==> src/rtl/core/vlpd_pkg.sv <==
`timescale 1ns / 1ps
// ----------------------------------------------------------------------------
// vlpd_pkg
// Types and constants shared by the length-prefix deframer modules.
// ----------------------------------------------------------------------------
package vlpd_pkg;

  localparam logic [1:0] PhPrefix  = 2'd0;
  localparam logic [1:0] PhPayload = 2'd1;
  localparam logic [1:0] PhDiscard = 2'd2;

  typedef enum logic [1:0] {
    StatOk        = 2'd0,
    StatMalformed = 2'd1,
    StatTruncated = 2'd2,
    StatDiscard   = 2'd3
  } status_e;

  typedef struct packed {
    logic [1:0]  phase;
    logic [31:0] length_accum;
    logic [2:0]  prefix_cnt;
    logic [31:0] remaining;
    logic [7:0]  field_cnt;
  } state_t;

  typedef struct packed {
    logic        field_start;
    logic [31:0] field_length;
    logic        payload_valid;
    logic [7:0]  data_out;
    logic        field_end;
    logic [7:0]  field_index;
    status_e     status;
    logic        value_done;
  } result_t;

endpackage

==> src/rtl/core/vlpd_pipe_reg.sv <==
`timescale 1ns / 1ps
// ----------------------------------------------------------------------------
// vlpd_pipe_reg
// One-entry pipeline register with valid/ready flow control.
// ----------------------------------------------------------------------------
module vlpd_pipe_reg #(
  parameter int unsigned Width = 8
) (
  input  logic             clk_i,
  input  logic             rst_ni,
  input  logic             valid_i,
  output logic             ready_o,
  input  logic [Width-1:0] data_i,
  output logic             valid_o,
  input  logic             ready_i,
  output logic [Width-1:0] data_o
);

  logic             valid_q;
  logic [Width-1:0] data_q;

  assign ready_o = !valid_q || ready_i;
  assign valid_o = valid_q;
  assign data_o  = data_q;

  always_ff @(posedge clk_i or negedge rst_ni) begin
    if (!rst_ni) begin
      valid_q <= 1'b0;
    end else if (ready_o) begin
      valid_q <= valid_i;
    end
  end

  always_ff @(posedge clk_i) begin
    if (ready_o && valid_i) begin
      data_q <= data_i;
    end
  end

endmodule

==> src/rtl/core/vlpd_step.sv <==
`timescale 1ns / 1ps
// ----------------------------------------------------------------------------
// vlpd_step
// Per-byte decode: next deframer state and the result for one byte.
// ----------------------------------------------------------------------------
module vlpd_step #(
  parameter int unsigned MaxFields = 256
) (
  input  vlpd_pkg::state_t  state_i,
  input  logic [7:0]        data_byte_i,
  input  logic              value_last_i,
  output vlpd_pkg::state_t  state_d_o,
  output vlpd_pkg::result_t result_o
);

  localparam logic [7:0] FieldCap = (MaxFields - 1 > 255) ? 8'd255 : 8'(MaxFields - 1);

  logic [31:0] accum;
  logic [31:0] rem_dec;
  logic [7:0]  cnt_next;
  vlpd_pkg::state_t  st;
  vlpd_pkg::result_t res;

  assign cnt_next = (state_i.field_cnt < FieldCap) ? state_i.field_cnt + 8'd1
                                                   : state_i.field_cnt;
  assign rem_dec  = (state_i.remaining != 32'd0) ? state_i.remaining - 32'd1 : 32'd0;

  always_comb begin
    case (state_i.prefix_cnt)
      3'd0:    accum = state_i.length_accum | {25'd0, data_byte_i[6:0]};
      3'd1:    accum = state_i.length_accum | {18'd0, data_byte_i[6:0], 7'd0};
      3'd2:    accum = state_i.length_accum | {11'd0, data_byte_i[6:0], 14'd0};
      3'd3:    accum = state_i.length_accum | {4'd0, data_byte_i[6:0], 21'd0};
      default: accum = state_i.length_accum | {data_byte_i[3:0], 28'd0};
    endcase
  end

  always_comb begin
    st  = state_i;
    res = '0;
    res.field_index = state_i.field_cnt;
    res.value_done  = value_last_i;
    res.status      = vlpd_pkg::StatOk;
    unique case (state_i.phase)
      vlpd_pkg::PhPrefix: begin
        st.length_accum = accum;
        if (data_byte_i[7]) begin
          if (state_i.prefix_cnt >= 3'd4) begin
            res.status = vlpd_pkg::StatMalformed;
            st.phase   = vlpd_pkg::PhDiscard;
          end else begin
            st.prefix_cnt = state_i.prefix_cnt + 3'd1;
            if (value_last_i) begin
              res.status = vlpd_pkg::StatTruncated;
            end
          end
        end else begin
          res.field_start  = 1'b1;
          res.field_length = accum;
          if (accum == 32'd0) begin
            res.field_end   = 1'b1;
            st.field_cnt    = cnt_next;
            st.length_accum = '0;
            st.prefix_cnt   = '0;
            st.remaining    = '0;
            st.phase        = vlpd_pkg::PhPrefix;
          end else begin
            st.remaining  = accum;
            st.prefix_cnt = '0;
            st.phase      = vlpd_pkg::PhPayload;
            if (value_last_i) begin
              res.status = vlpd_pkg::StatTruncated;
            end
          end
        end
      end
      vlpd_pkg::PhPayload: begin
        res.payload_valid = 1'b1;
        res.data_out      = data_byte_i;
        res.field_length  = state_i.length_accum;
        st.remaining      = rem_dec;
        if (rem_dec == 32'd0) begin
          res.field_end   = 1'b1;
          st.field_cnt    = cnt_next;
          st.length_accum = '0;
          st.prefix_cnt   = '0;
          st.phase        = vlpd_pkg::PhPrefix;
        end else if (value_last_i) begin
          res.status = vlpd_pkg::StatTruncated;
        end
      end
      default: begin
        res.status = vlpd_pkg::StatDiscard;
      end
    endcase
    if (value_last_i) begin
      st = '0;
    end
  end

  assign state_d_o = st;
  assign result_o  = res;

endmodule

==> src/rtl/core/varint_length_prefix_deframer.sv <==
`timescale 1ns / 1ps
// ----------------------------------------------------------------------------
// varint_length_prefix_deframer
// Splits a byte stream into varint32 length-prefixed fields and reports
// field starts, lengths, payload bytes, field ends and errors.
// ----------------------------------------------------------------------------
// Channel  Dir  Transaction      tdata                         tlast
// s_axis   in   one input byte   data_byte                     value_last
// m_axis   out  one result       field_start..status (packed)  value_done
//
// One result per byte; a byte passes the input register and is then decoded
// into the result register, and one byte is taken every cycle while the
// output is drained.
// Reset clears the decode state and both stage valids.
// A stall on m_axis holds the result register; the input register then
// fills and s_axis_tready_o drops.
// ----------------------------------------------------------------------------
module varint_length_prefix_deframer #(
  parameter int unsigned MaxFields = 256
) (
  input  logic        clk_i,
  input  logic        rst_ni,
  input  logic        s_axis_tvalid_i,
  output logic        s_axis_tready_o,
  input  logic [7:0]  s_axis_tdata_i,   // [7:0] data_byte
  input  logic        s_axis_tlast_i,
  output logic        m_axis_tvalid_o,
  input  logic        m_axis_tready_i,
  // [0] field_start, [32:1] field_length, [33] payload_valid,
  // [41:34] data_out, [42] field_end, [50:43] field_index,
  // [52:51] status, [55:53] zero
  output logic [55:0] m_axis_tdata_o,
  output logic        m_axis_tlast_o
);

  logic              in_valid;
  logic              out_ready;
  logic [8:0]        in_data;
  logic              advance;
  vlpd_pkg::state_t  state_q;
  vlpd_pkg::state_t  state_d;
  vlpd_pkg::result_t res;
  logic [56:0]       out_word;
  logic [56:0]       out_q;

  vlpd_pipe_reg #(
    .Width (9)
  ) u_in_reg (
    .clk_i   (clk_i),
    .rst_ni  (rst_ni),
    .valid_i (s_axis_tvalid_i),
    .ready_o (s_axis_tready_o),
    .data_i  ({s_axis_tlast_i, s_axis_tdata_i}),
    .valid_o (in_valid),
    .ready_i (out_ready),
    .data_o  (in_data)
  );

  vlpd_step #(
    .MaxFields (MaxFields)
  ) u_step (
    .state_i      (state_q),
    .data_byte_i  (in_data[7:0]),
    .value_last_i (in_data[8]),
    .state_d_o    (state_d),
    .result_o     (res)
  );

  assign advance = in_valid && out_ready;

  always_ff @(posedge clk_i or negedge rst_ni) begin
    if (!rst_ni) begin
      state_q <= '0;
    end else if (advance) begin
      state_q <= state_d;
    end
  end

  assign out_word = {res.value_done, 3'd0, res.status, res.field_index, res.field_end,
                     res.data_out, res.payload_valid, res.field_length, res.field_start};

  vlpd_pipe_reg #(
    .Width (57)
  ) u_out_reg (
    .clk_i   (clk_i),
    .rst_ni  (rst_ni),
    .valid_i (in_valid),
    .ready_o (out_ready),
    .data_i  (out_word),
    .valid_o (m_axis_tvalid_o),
    .ready_i (m_axis_tready_i),
    .data_o  (out_q)
  );

  assign m_axis_tdata_o = out_q[55:0];
  assign m_axis_tlast_o = out_q[56];

  a_last_resets: assert property (@(posedge clk_i) disable iff (!rst_ni)
    advance && in_data[8] |=> state_q.phase == vlpd_pkg::PhPrefix
                              && state_q.field_cnt == 8'd0
                              && state_q.length_accum == 32'd0)
    else $error("state not cleared after value end");

  a_payload_nonzero: assert property (@(posedge clk_i) disable iff (!rst_ni)
    state_q.phase == vlpd_pkg::PhPayload |-> state_q.remaining != 32'd0)
    else $error("payload phase with nothing remaining");

  a_zero_len_end: assert property (@(posedge clk_i) disable iff (!rst_ni)
    m_axis_tvalid_o && m_axis_tdata_o[0] && m_axis_tdata_o[32:1] == 32'd0
    |-> m_axis_tdata_o[42])
    else $error("empty field without field end");

  a_payload_ok: assert property (@(posedge clk_i) disable iff (!rst_ni)
    m_axis_tvalid_o && m_axis_tdata_o[33]
    |-> !m_axis_tdata_o[0] && m_axis_tdata_o[52:51] != vlpd_pkg::StatMalformed
        && m_axis_tdata_o[52:51] != vlpd_pkg::StatDiscard)
    else $error("payload byte with bad flags");

endmodule

==> config.mk <==
export PLATFORM = sky130hd
export DESIGN_NAME = varint_length_prefix_deframer
export DESIGN_NICKNAME = d
export VERILOG_FILES = /design/src/rtl/core/vlpd_pkg.sv /design/src/rtl/core/vlpd_pipe_reg.sv /design/src/rtl/core/vlpd_step.sv /design/src/rtl/core/varint_length_prefix_deframer.sv
export SDC_FILE = /design/constraint.sdc
export NUM_CORES = 1
export LEC_CHECK = 0
export ABC_AREA = 1
export ABC_CLOCK_PERIOD_IN_PS = 4600
export BUFFER_PORTS_ARGS = -buffer_cell sky130_fd_sc_hd__buf_4
export CORE_AREA = 3 3 137 139
export DETAILED_ROUTE_END_ITERATION = 10
export DIE_AREA = 0 0 140 142
export GPL_TIMING_DRIVEN = 0
export PLACE_DENSITY = 0.59
export SYNTH_ARGS = -nofsm -noshare
export SYNTH_HDL_FRONTEND = slang
export SYNTH_SLANG_ARGS = --single-unit
==> constraint.sdc <==
create_clock -name clk_i -period 4.6 [get_ports clk_i]
set_input_delay 0.23 -clock clk_i [delete_from_list [all_inputs] [get_ports clk_i]]
set_output_delay 0.23 -clock clk_i [all_outputs]
set_load 0.02 [all_outputs]
==> results of run 1 <==
==> cell families (layout without fill, tap and decap cells) <==
family	Yosys count	count (layout)	share of synthesized area, %
buffers and inverters	191	301	10.1
XOR/XNOR	1	1	0.111
other	1	3	0.0474
flip-flops	142	142	48.9
AO/OA/AOI/OAI	188	188	14.9
AND/OR/NAND/NOR	428	428	24.6
adder cells (fa/ha/maj)	8	8	1.27
==> critical path: stages, from the launching register on <==
cell and delay, ns:
dfrtp_1 0.40, inv_1 0.11, ha_1 0.15, inv_1 0.04
nor2_1 0.17, nand4_1 0.11, nor2_1 0.13, nand2_2 0.07
buf_6 0.15, buf_6 0.16, nand3_2 0.11, nand2_1 0.06
nor2_1 0.13, nand2_1 0.12, nor2_2 0.21, nand2_1 0.14
nand2_4 0.17, nand2_8 0.11, buf_6 0.20, nand2_2 0.06
o21ai_2 0.04
==> path summary, 6_finish.rpt <==
path                                        end  slack [ns]  cells after the start
max                                 state_q[71]        1.60                     20
max reg2reg                         state_q[71]        1.60                     20
min                            u_in_reg.valid_o       -0.05                      1
max in group asynchronous           state_q[61]        3.95                      1
min reg2reg                u_out_reg.data_o[48]        0.48                      0
min in group clk_i             u_in_reg.valid_o        0.02                      3
==> state kept, by name, summed over array words and instances, names as in the netlist <==
name	count
state_q	77
u_in_reg.data_o	9
u_in_reg.valid_o	1
u_out_reg.data_o	54
u_out_reg.valid_o	1
==> through the flow <==
| stage | worst slack, ns | utilization [%] | hold WS, ns | total power, mW |
|---|---|---|---|---|
| 4_1_cts | 1.62 | 52.7 | 0.0117 | 5.40 |
| 5_1_grt | 1.44 | 52.7 | 0.00902 | 5.78 |
| 2_1_floorplan | 2.30 | - | -0.0656 | 3.42 |
| 3_3_place_gp | 1.66 | 49.0 | 0.409 | 4.08 |
| 6_report | 1.60 | 52.7 | -0.0486 | 5.41 |
| 3_5_place_dp | 1.65 | 49.1 | 0.409 | 4.09 |
==> power groups by stage <==
stage	Combinational (mW)	Sequential, mW	Clock [mW]
2_1_floorplan	1.33	2.08	0
3_3_place_gp	2.04	2.04	0
3_5_place_dp	2.06	2.04	0
4_1_cts	2.07	2.02	1.32
5_1_grt	2.33	2.08	1.38
6_report	2.08	2.02	1.30
==> layout make-up <==
class                      instances  area share [%]
tap                              229            3.06
multi-input combinational        628            34.6
buffer                            32            2.15
timing repair buffer              78            6.62
clock buffer                      17            4.54
clock inverter                    15            1.34
sequential                       142            41.3
inverter                         159            6.37
==> synth_stat cells, drive strengths merged (5+ instances only) <==
| cell | n |
|---|---|
| nand2 | 220 |
| inv | 156 |
| o21ai | 124 |
| nor2 | 121 |
| dfrtp | 79 |
| edfxtp | 63 |
| nand3 | 58 |
| o211ai | 29 |
| buf | 16 |
| clkbuf | 16 |
| a21oi | 14 |
| nand4 | 13 |
| o22ai | 10 |
| ha | 8 |
| or2 | 8 |
| o21bai | 7 |
| nor3 | 5 |
==> metal layers <==
metal	global-route usage (%)	vias up	wire length [um]
met5	0	-	0
met4	7.65	0	529
met3	3.29	39	983
met2	33.2	191	9410
met1	33.6	3056	10800
li1	-	3334	-
==> repair_timing <==
item                      in CTS  in global routing
hold endpoints to repair       9                  0
gates resized for setup        0                  0
setup buffers                  0                  0
hold buffers                   9                  0
==> reports/summary.txt, run 1 <==
Worst endpoint required time: 4.91 ns
Slew headroom: 30.9%
Area of the multi-input gates: 0.00325 mm^2
Final TNS setup: 0 ns
CTS clk-pin slew, worst paths: 0.07 ns
Post-Layout Inst Area: 0.00937 mm^2
Unrepaired setup endpoints after global routing: no
Clock Skews: 0.00952 ns
Reg-to-Reg Start: state_q[8]
Endpoints failing hold: 14
Seq pwr share: 37.4%
IO Port Bufs: 68
Final HPWL DP: 16,800 um
Net Sw Power: 2.31 mW
Inserted Diodes: 0
CTS Root Cell: clkbuf_16
Share of cells above drive strength 1: 20.5%
ANT nets after route: 0
Commonest non-fill, non-tap cell in the layout: nand2_1
Number of global-route vias before repair: 6,256
Post-synthesis sequential area ratio: 48.9%
Die W: 140 um
Reg area: 0.00387 mm^2
Cells after synthesis: 959
Via Count: 6,620
Synth Cell Area: 0.00791 mm^2
CP Class: register to register
Max Cap Viol: 0
Die area: 0.0199 mm^2
Inserted Clock Buffers: 17
Crit path launch: state_q[8]
Core ar.: 0.0178 mm^2
Startpoint class of the critical path: register
Routability-driven placement congestion ratio: 0.943
Initial antenna violation count: 0
Worst-path fanout max: 10
Sw frac: 42.7%
Crit share post-route: 65.2%
DRT Wirelength: 21,700 um
Post-synth ARST share: 55.6%
Max Buffers Root-to-Sink: 2
Grt ovf: 0
DR iter-0 viols: 696
TritonCTS clock tree: yes
Clock sink count: 142
Failing checks: hold timing
Row Count: 49
Initial Utilization: 44.5%
Synth top area share: 25.0%
Leak Pwr: 4.18 nW
Final #Nets: 1,079
Crit end category: register
Least-Margin Pin Slew: 1.04 ns
Synth-to-Final Area Change: 18.5%
Clock power share: 24.1%
Fin cells: 1,300
IO Count: 72
Synth Flop Type: dfrtp_1
Cell variety after synth: 38
Flops & latches, synth: 142
P per Cell Area: 577 mW/mm^2
Remaining DRCs: 0
First-pass GRT wire length: 34,500 um
Worst-Skew Late Latency: 0.43 ns
Largest cells by area after synthesis: dfrtp_1 (25%), edfxtp_1 (24%), nand2_1 (8.7%)
EDFF count, synth: 63
Outcome: finished with violations
Post-Place Cells: 1,259
Worst min path class: input port to async pin
Pins Over Slew Limit: 0
Synth warnings: 0
Final setup viols: 0
Chip height: 142 um
Arr. time, crit path: 3.31 ns
Min Hold Slack: -0.0486 ns
Gate power share: 38.5%
Maximum vdd ir drop: 0.310 mV
Most frequent cells in the layout: nand2_1 (184), inv_1 (150), nor2_1 (107)
Leading area contributor after synthesis: dfrtp_1
CTS H-tree lvls: 4
Fmax: 334 MHz
Routed len/inst: 16.7 um
Period minus WS final: 3.00 ns
Largest net degree at the start of global routing: 80
Internal power: 3.10 mW
GRT Total Usage: 22.3%
Area of placed instances: 0.00873 mm^2
Router iterations before antenna repair: 6
Mapped Avg Cell Area: 8.24 um^2
Fill count: 1,776
Via/cell ratio: 5.09
(Power assumes the default switching activity.)
==> run 2: changes to the inputs <==
- ABC_CLOCK_PERIOD_IN_PS: 4600 -> 2400
- PLACE_DENSITY: 0.59 -> 0.62
- clock period: 4.6 -> 2.4 ns (I/O delays scaled with it)
==> reports/summary.txt, run 2 (synthesized netlist as in run 1, its figures left out) <==
Least-Margin Pin Slew: 1.07 ns
Endpoints failing hold: 0
Via Count: 6,935
Most frequent cells in the layout: nand2_1 (166), inv_1 (146), nor2_1 (95)
Die W: 140 um
Grt ovf: 0
Reg2Reg Setup Slack: -0.25 ns
Crit share post-route: 110%
Row Count: 49
DR iter-0 viols: 634
First-pass GRT wire length: 35,100 um
Outcome: finished with violations
P per Cell Area: 1100 mW/mm^2
Worst path cell trace: inv_2 > ha_2 > nand2_2 > nor2_4 > nand2_2 > inv_1 > nand3_1 > nand3_1 > nand2_2 > nor2_2 > nand2_2 > nor2_4 > nand2_2 > nand2_4 > buf_6 > buf_6 > buf_4 > nand4_1 > nand2_1
TritonCTS clock tree: yes
Final setup viols: 47
Crit path launch: state_q[8]
Worst min path class: input port to async pin
CTS Root Cell: clkbuf_16
Number of global-route vias before repair: 6,508
CTS H-tree lvls: 4
Sw frac: 42.1%
Via/cell ratio: 5.22
CTS clk-pin slew, worst paths: 0.06 ns
Seq pwr share: 35.1%
CP Class: register to register
Reg2Reg Depth: 19
Chip height: 142 um
Area of placed instances: 0.00873 mm^2
Final HPWL DP: 16,300 um
R2r endpoint: state_q[40]
Worst-Skew Late Latency: 0.43 ns
Inserted Clock Buffers: 17
Initial antenna violation count: 0
Core ar.: 0.0178 mm^2
Net Sw Power: 4.65 mW
Router iterations before antenna repair: 5
Reg-to-Reg Start: state_q[8]
Worst path most repeated cell: nand2_2
Max Cap Viol: 0
Share of cells above drive strength 1: 27.6%
IO Port Bufs: 68
Arr. time, crit path: 3.01 ns
Pins Over Slew Limit: 0
Failing checks: setup timing
Min Hold Slack: 0.406 ns
Worst setup margin: -0.245 ns
Synth-to-Final Area Change: 26.9%
Crit path to: state_q[40]
Commonest non-fill, non-tap cell in the layout: nand2_1
Maximum vdd ir drop: 0.702 mV
Initial Utilization: 44.5%
IO Count: 72
Routed len/inst: 16.8 um
Largest net degree at the start of global routing: 80
Post-layout util: 56.4%
Leak Pwr: 4.49 nW
Max Buffers Root-to-Sink: 2
Clock power share: 24.4%
Unrepaired setup endpoints after global routing: yes
ANT nets after route: 0
Inserted Diodes: 0
Startpoint class of the critical path: register
Slew headroom: 28.9%
Routability-driven placement congestion ratio: 0.926
Biggest register: state_q
Clock Skews: 0.0112 ns
Remaining DRCs: 0
DRT Wirelength: 22,300 um
Crit end category: register
Flip-flop count of the largest register after layout: 77
Worst-path fanout max: 4
Slowest-stage cell, CP: dfrtp_1
Worst endpoint required time: 2.77 ns
Gate power share: 40.5%
Final #Nets: 1,108
CP peak stage delay: 0.40 ns
Internal power: 6.41 mW
Post-Layout Inst Area: 0.0100 mm^2
Period minus WS final: 2.65 ns
GRT Total Usage: 22.6%
Clock sink count: 142
Fmax: 378 MHz
Die area: 0.0199 mm^2
run 2: changes by cell type in the layout (fill, tap and decap cells not counted), moves of 7 or more:
cell,change
buf_4,+20
nand2_1,-18
nand2_2,+16
nand3_1,-9
nor2_1,-12
nor2_2,+7
run 2: routing by layer:
metal  up-vias  part of all wire (%)  GRT usage, %
met5         -                     0             0
met4         0                   2.5          8.21
met3        32                   6.7          4.64
met2       244                    45          34.7
met1      3266                    46          32.1
li1       3393                     -             -
run 2: area by class of cell:
type / instances / area (um^2)
Fill cell: 1623 / 7750
Buffer: 32 / 259
Inverter: 159 / 598
Clock buffer: 19 / 454
Tap cell: 229 / 287
Sequential cell: 142 / 3870
Multi-Input combinational cell: 628 / 3500
Timing Repair Buffer: 107 / 912
Clock inverter: 13 / 145
run 2: timing repair:
action | in CTS | in global routing
endpoints found under the hold margin | 90 | 0
setup endpoints to repair | 77 | 85
pin swaps | 18 | 16
gates cloned | 3 | 0
resized for setup | 67 | 36
hold buffers | 13 | 0
setup buffers | 16 | 6
run 2: worst max-delay path: cells and delay by family, from the launching register on:
kind                       cells  cell delay [ns]
and+or+nand+nor               13             1.38
adders and majority gates      1             0.21
buffers and inverters          5             0.59
DFF                            1             0.40
run 2: worst min path at each step:
stage	startpoint	to	slack (ns)
floorplan	rst_ni	state_q[0]	-0.18
global placement	s_axis_tdata_i[5]	u_in_reg.data_o[5]	0.30
detailed placement	s_axis_tdata_i[2]	u_in_reg.data_o[2]	0.30
CTS	s_axis_tdata_i[3]	u_in_reg.data_o[3]	0.40
global route	s_axis_tdata_i[4]	u_in_reg.data_o[4]	0.40
finish	rst_ni	state_q[3]	0.41
run 2: power groups by stage:
stage / sequential [mW] / combinational (mW) / clock [mW]
after detailed placement: 3.89 / 3.93 / 0
final: 3.89 / 4.48 / 2.70
after CTS: 3.86 / 4.31 / 2.74
after global placement: 3.90 / 3.87 / 0
after global routing: 3.97 / 4.93 / 2.84
after floorplan: 3.99 / 2.56 / 0
run 2: through the flow:
step                setup TNS [ns]  total power [mW]  std cells  worst slack (ns)
floorplan                        0              6.55        961            0.0983
global placement            -25.43              7.77       1258            -0.469
detailed placement          -20.46              7.82       1259            -0.439
CTS                          -8.13              10.9       1323            -0.218
global route                -15.39              11.7       1329            -0.386
finish                       -8.37              11.1       1329            -0.245
==> run 3: changes to the inputs <==
- PLACE_DENSITY: 0.62 -> not set
==> reports/summary.txt, run 3 (synthesized netlist as in run 1, its figures left out) <==
Worst endpoint required time: 2.71 ns
Remaining DRCs: 0
Maximum vdd ir drop: 0.566 mV
Startpoint class of the critical path: register
Pins Over Slew Limit: 0
Worst setup margin: -0.298 ns
Initial antenna violation count: 0
Max Cap Viol: 0
CP peak stage delay: 0.41 ns
Clock sink count: 142
Arr. time, crit path: 3.01 ns
Worst path most repeated cell: nand2_2
Fmax: 371 MHz
Via Count: 6,851
Least-Margin Pin Slew: 1.05 ns
Router iterations before antenna repair: 5
Flip-flop count of the largest register after layout: 77
Reg2Reg Setup Slack: -0.30 ns
Clock power share: 25.4%
Fin cells: 1,331
Number of global-route vias before repair: 6,433
Inserted Clock Buffers: 17
Worst path cell trace: inv_2 > ha_4 > inv_4 > nor2_4 > nand4_1 > nor2_1 > nand2_2 > buf_8 > buf_12 > nand3_2 > nand2_1 > nor2_1 > nand2_2 > nor2_4 > nand2_2 > nand2_4 > nand2_8 > clkbuf_16 > nand2_2 > o21ai_2
Crit share post-route: 112%
GRT Total Usage: 22.8%
Seq pwr share: 34.3%
Min Hold Slack: 0.393 ns
IO Count: 72
CTS H-tree lvls: 4
Final setup viols: 47
Final HPWL DP: 16,600 um
Die W: 140 um
Via/cell ratio: 5.15
Period minus WS final: 2.70 ns
Post-Layout Inst Area: 0.0102 mm^2
Post-layout util: 57.6%
CTS Root Cell: clkbuf_16
IO Port Bufs: 68
Worst-Skew Late Latency: 0.43 ns
Post-Place Cells: 1,259
DR iter-0 viols: 688
Row Count: 49
Routed len/inst: 16.8 um
Worst min path class: input port to async pin
Worst-path fanout max: 13
Largest net degree at the start of global routing: 80
Unrepaired setup endpoints after global routing: yes
Die area: 0.0199 mm^2
Outcome: finished with violations
Most frequent cells in the layout: nand2_1 (164), inv_1 (147), nor2_1 (93)
Leak Pwr: 4.59 nW
ANT nets after route: 0
Sw frac: 40.3%
TritonCTS clock tree: yes
Gate power share: 40.3%
Overall power: 11.4 mW
Internal power: 6.82 mW
Setup WS pre-CTS: -0.545 ns
P per Cell Area: 1110 mW/mm^2
Final TNS setup: -12.33 ns
CP Class: register to register
Endpoints failing hold: 0
First-pass GRT wire length: 35,100 um
Share of cells above drive strength 1: 28.6%
Area of placed instances: 0.00873 mm^2
Routability-driven placement congestion ratio: 0.948
Core ar.: 0.0178 mm^2
Net Sw Power: 4.60 mW
DRT Wirelength: 22,400 um
Crit end category: register
Chip height: 142 um
Synth-to-Final Area Change: 29.6%
Clock Skews: 0.00868 ns
Grt ovf: 0
Biggest register: state_q
Fill count: 1,608
Slew headroom: 30.1%
Initial Utilization: 44.5%
Failing checks: setup timing
Max Buffers Root-to-Sink: 2
Inserted Diodes: 0
CTS clk-pin slew, worst paths: 0.06 ns
Slowest-stage cell, CP: dfrtp_1
Commonest non-fill, non-tap cell in the layout: nand2_1
Final #Nets: 1,110
==> run 3: area by class of cell <==
class | instances | area (um^2) | area share, %
buffer | 32 | 263 | 2.56
clock buffer | 18 | 429 | 4.19
clock inverter | 14 | 216 | 2.11
inverter | 159 | 601 | 5.86
multi-input combinational | 628 | 3600 | 35.1
sequential | 142 | 3870 | 37.8
tap | 229 | 287 | 2.80
timing repair buffer | 109 | 982 | 9.58
==> run 3: critical path: cells and delay by family (launching register included) <==
family,cells,cell delay (ns)
AO/OA/AOI/OAI,1,0.05
adder cells (fa/ha/maj),1,0.16
buffers and inverters,5,0.68
flip-flops,1,0.41
AND/OR/NAND/NOR,13,1.28
==> run 3: metal layers <==
layer	up-vias	routed length [um]	GRT usage [%]
li1	3410	-	-
met1	3214	10700	33.0
met2	202	10200	34.7
met3	25	1020	4.70
met4	0	474	7.45
met5	-	0	0
==> run 3: final timing paths <==
path                            depth (start not counted)               from                   end
max in group asynchronous                               2             rst_ni           state_q[27]
worst max-delay path                                   20         state_q[8]           state_q[56]
min in group clk_i                                      2  s_axis_tdata_i[3]    u_in_reg.data_o[3]
worst min register to register                          0         state_q[3]  u_out_reg.data_o[46]
worst min-delay path                                    2             rst_ni      u_in_reg.valid_o
worst max register to register                         20         state_q[8]           state_q[56]
==> run 3: power groups by stage <==
stage | logic [mW] | registers [mW] | clock network [mW]
final | 4.60 | 3.92 | 2.90
after CTS | 4.29 | 3.89 | 2.95
after detailed placement | 3.91 | 3.91 | 0
after global placement | 3.87 | 3.91 | 0
after global routing | 5.10 | 4.01 | 3.06
after floorplan | 2.56 | 3.99 | 0
==> run 3: what timing repair did <==
action                                  CTS  global route
endpoints found under the setup margin   82            86
pin swaps                                22            25
hold endpoints to repair                 90             0
hold buffers                             13             0
resized for setup                        63            63
gates cloned                              3             2
setup buffers                            14             8
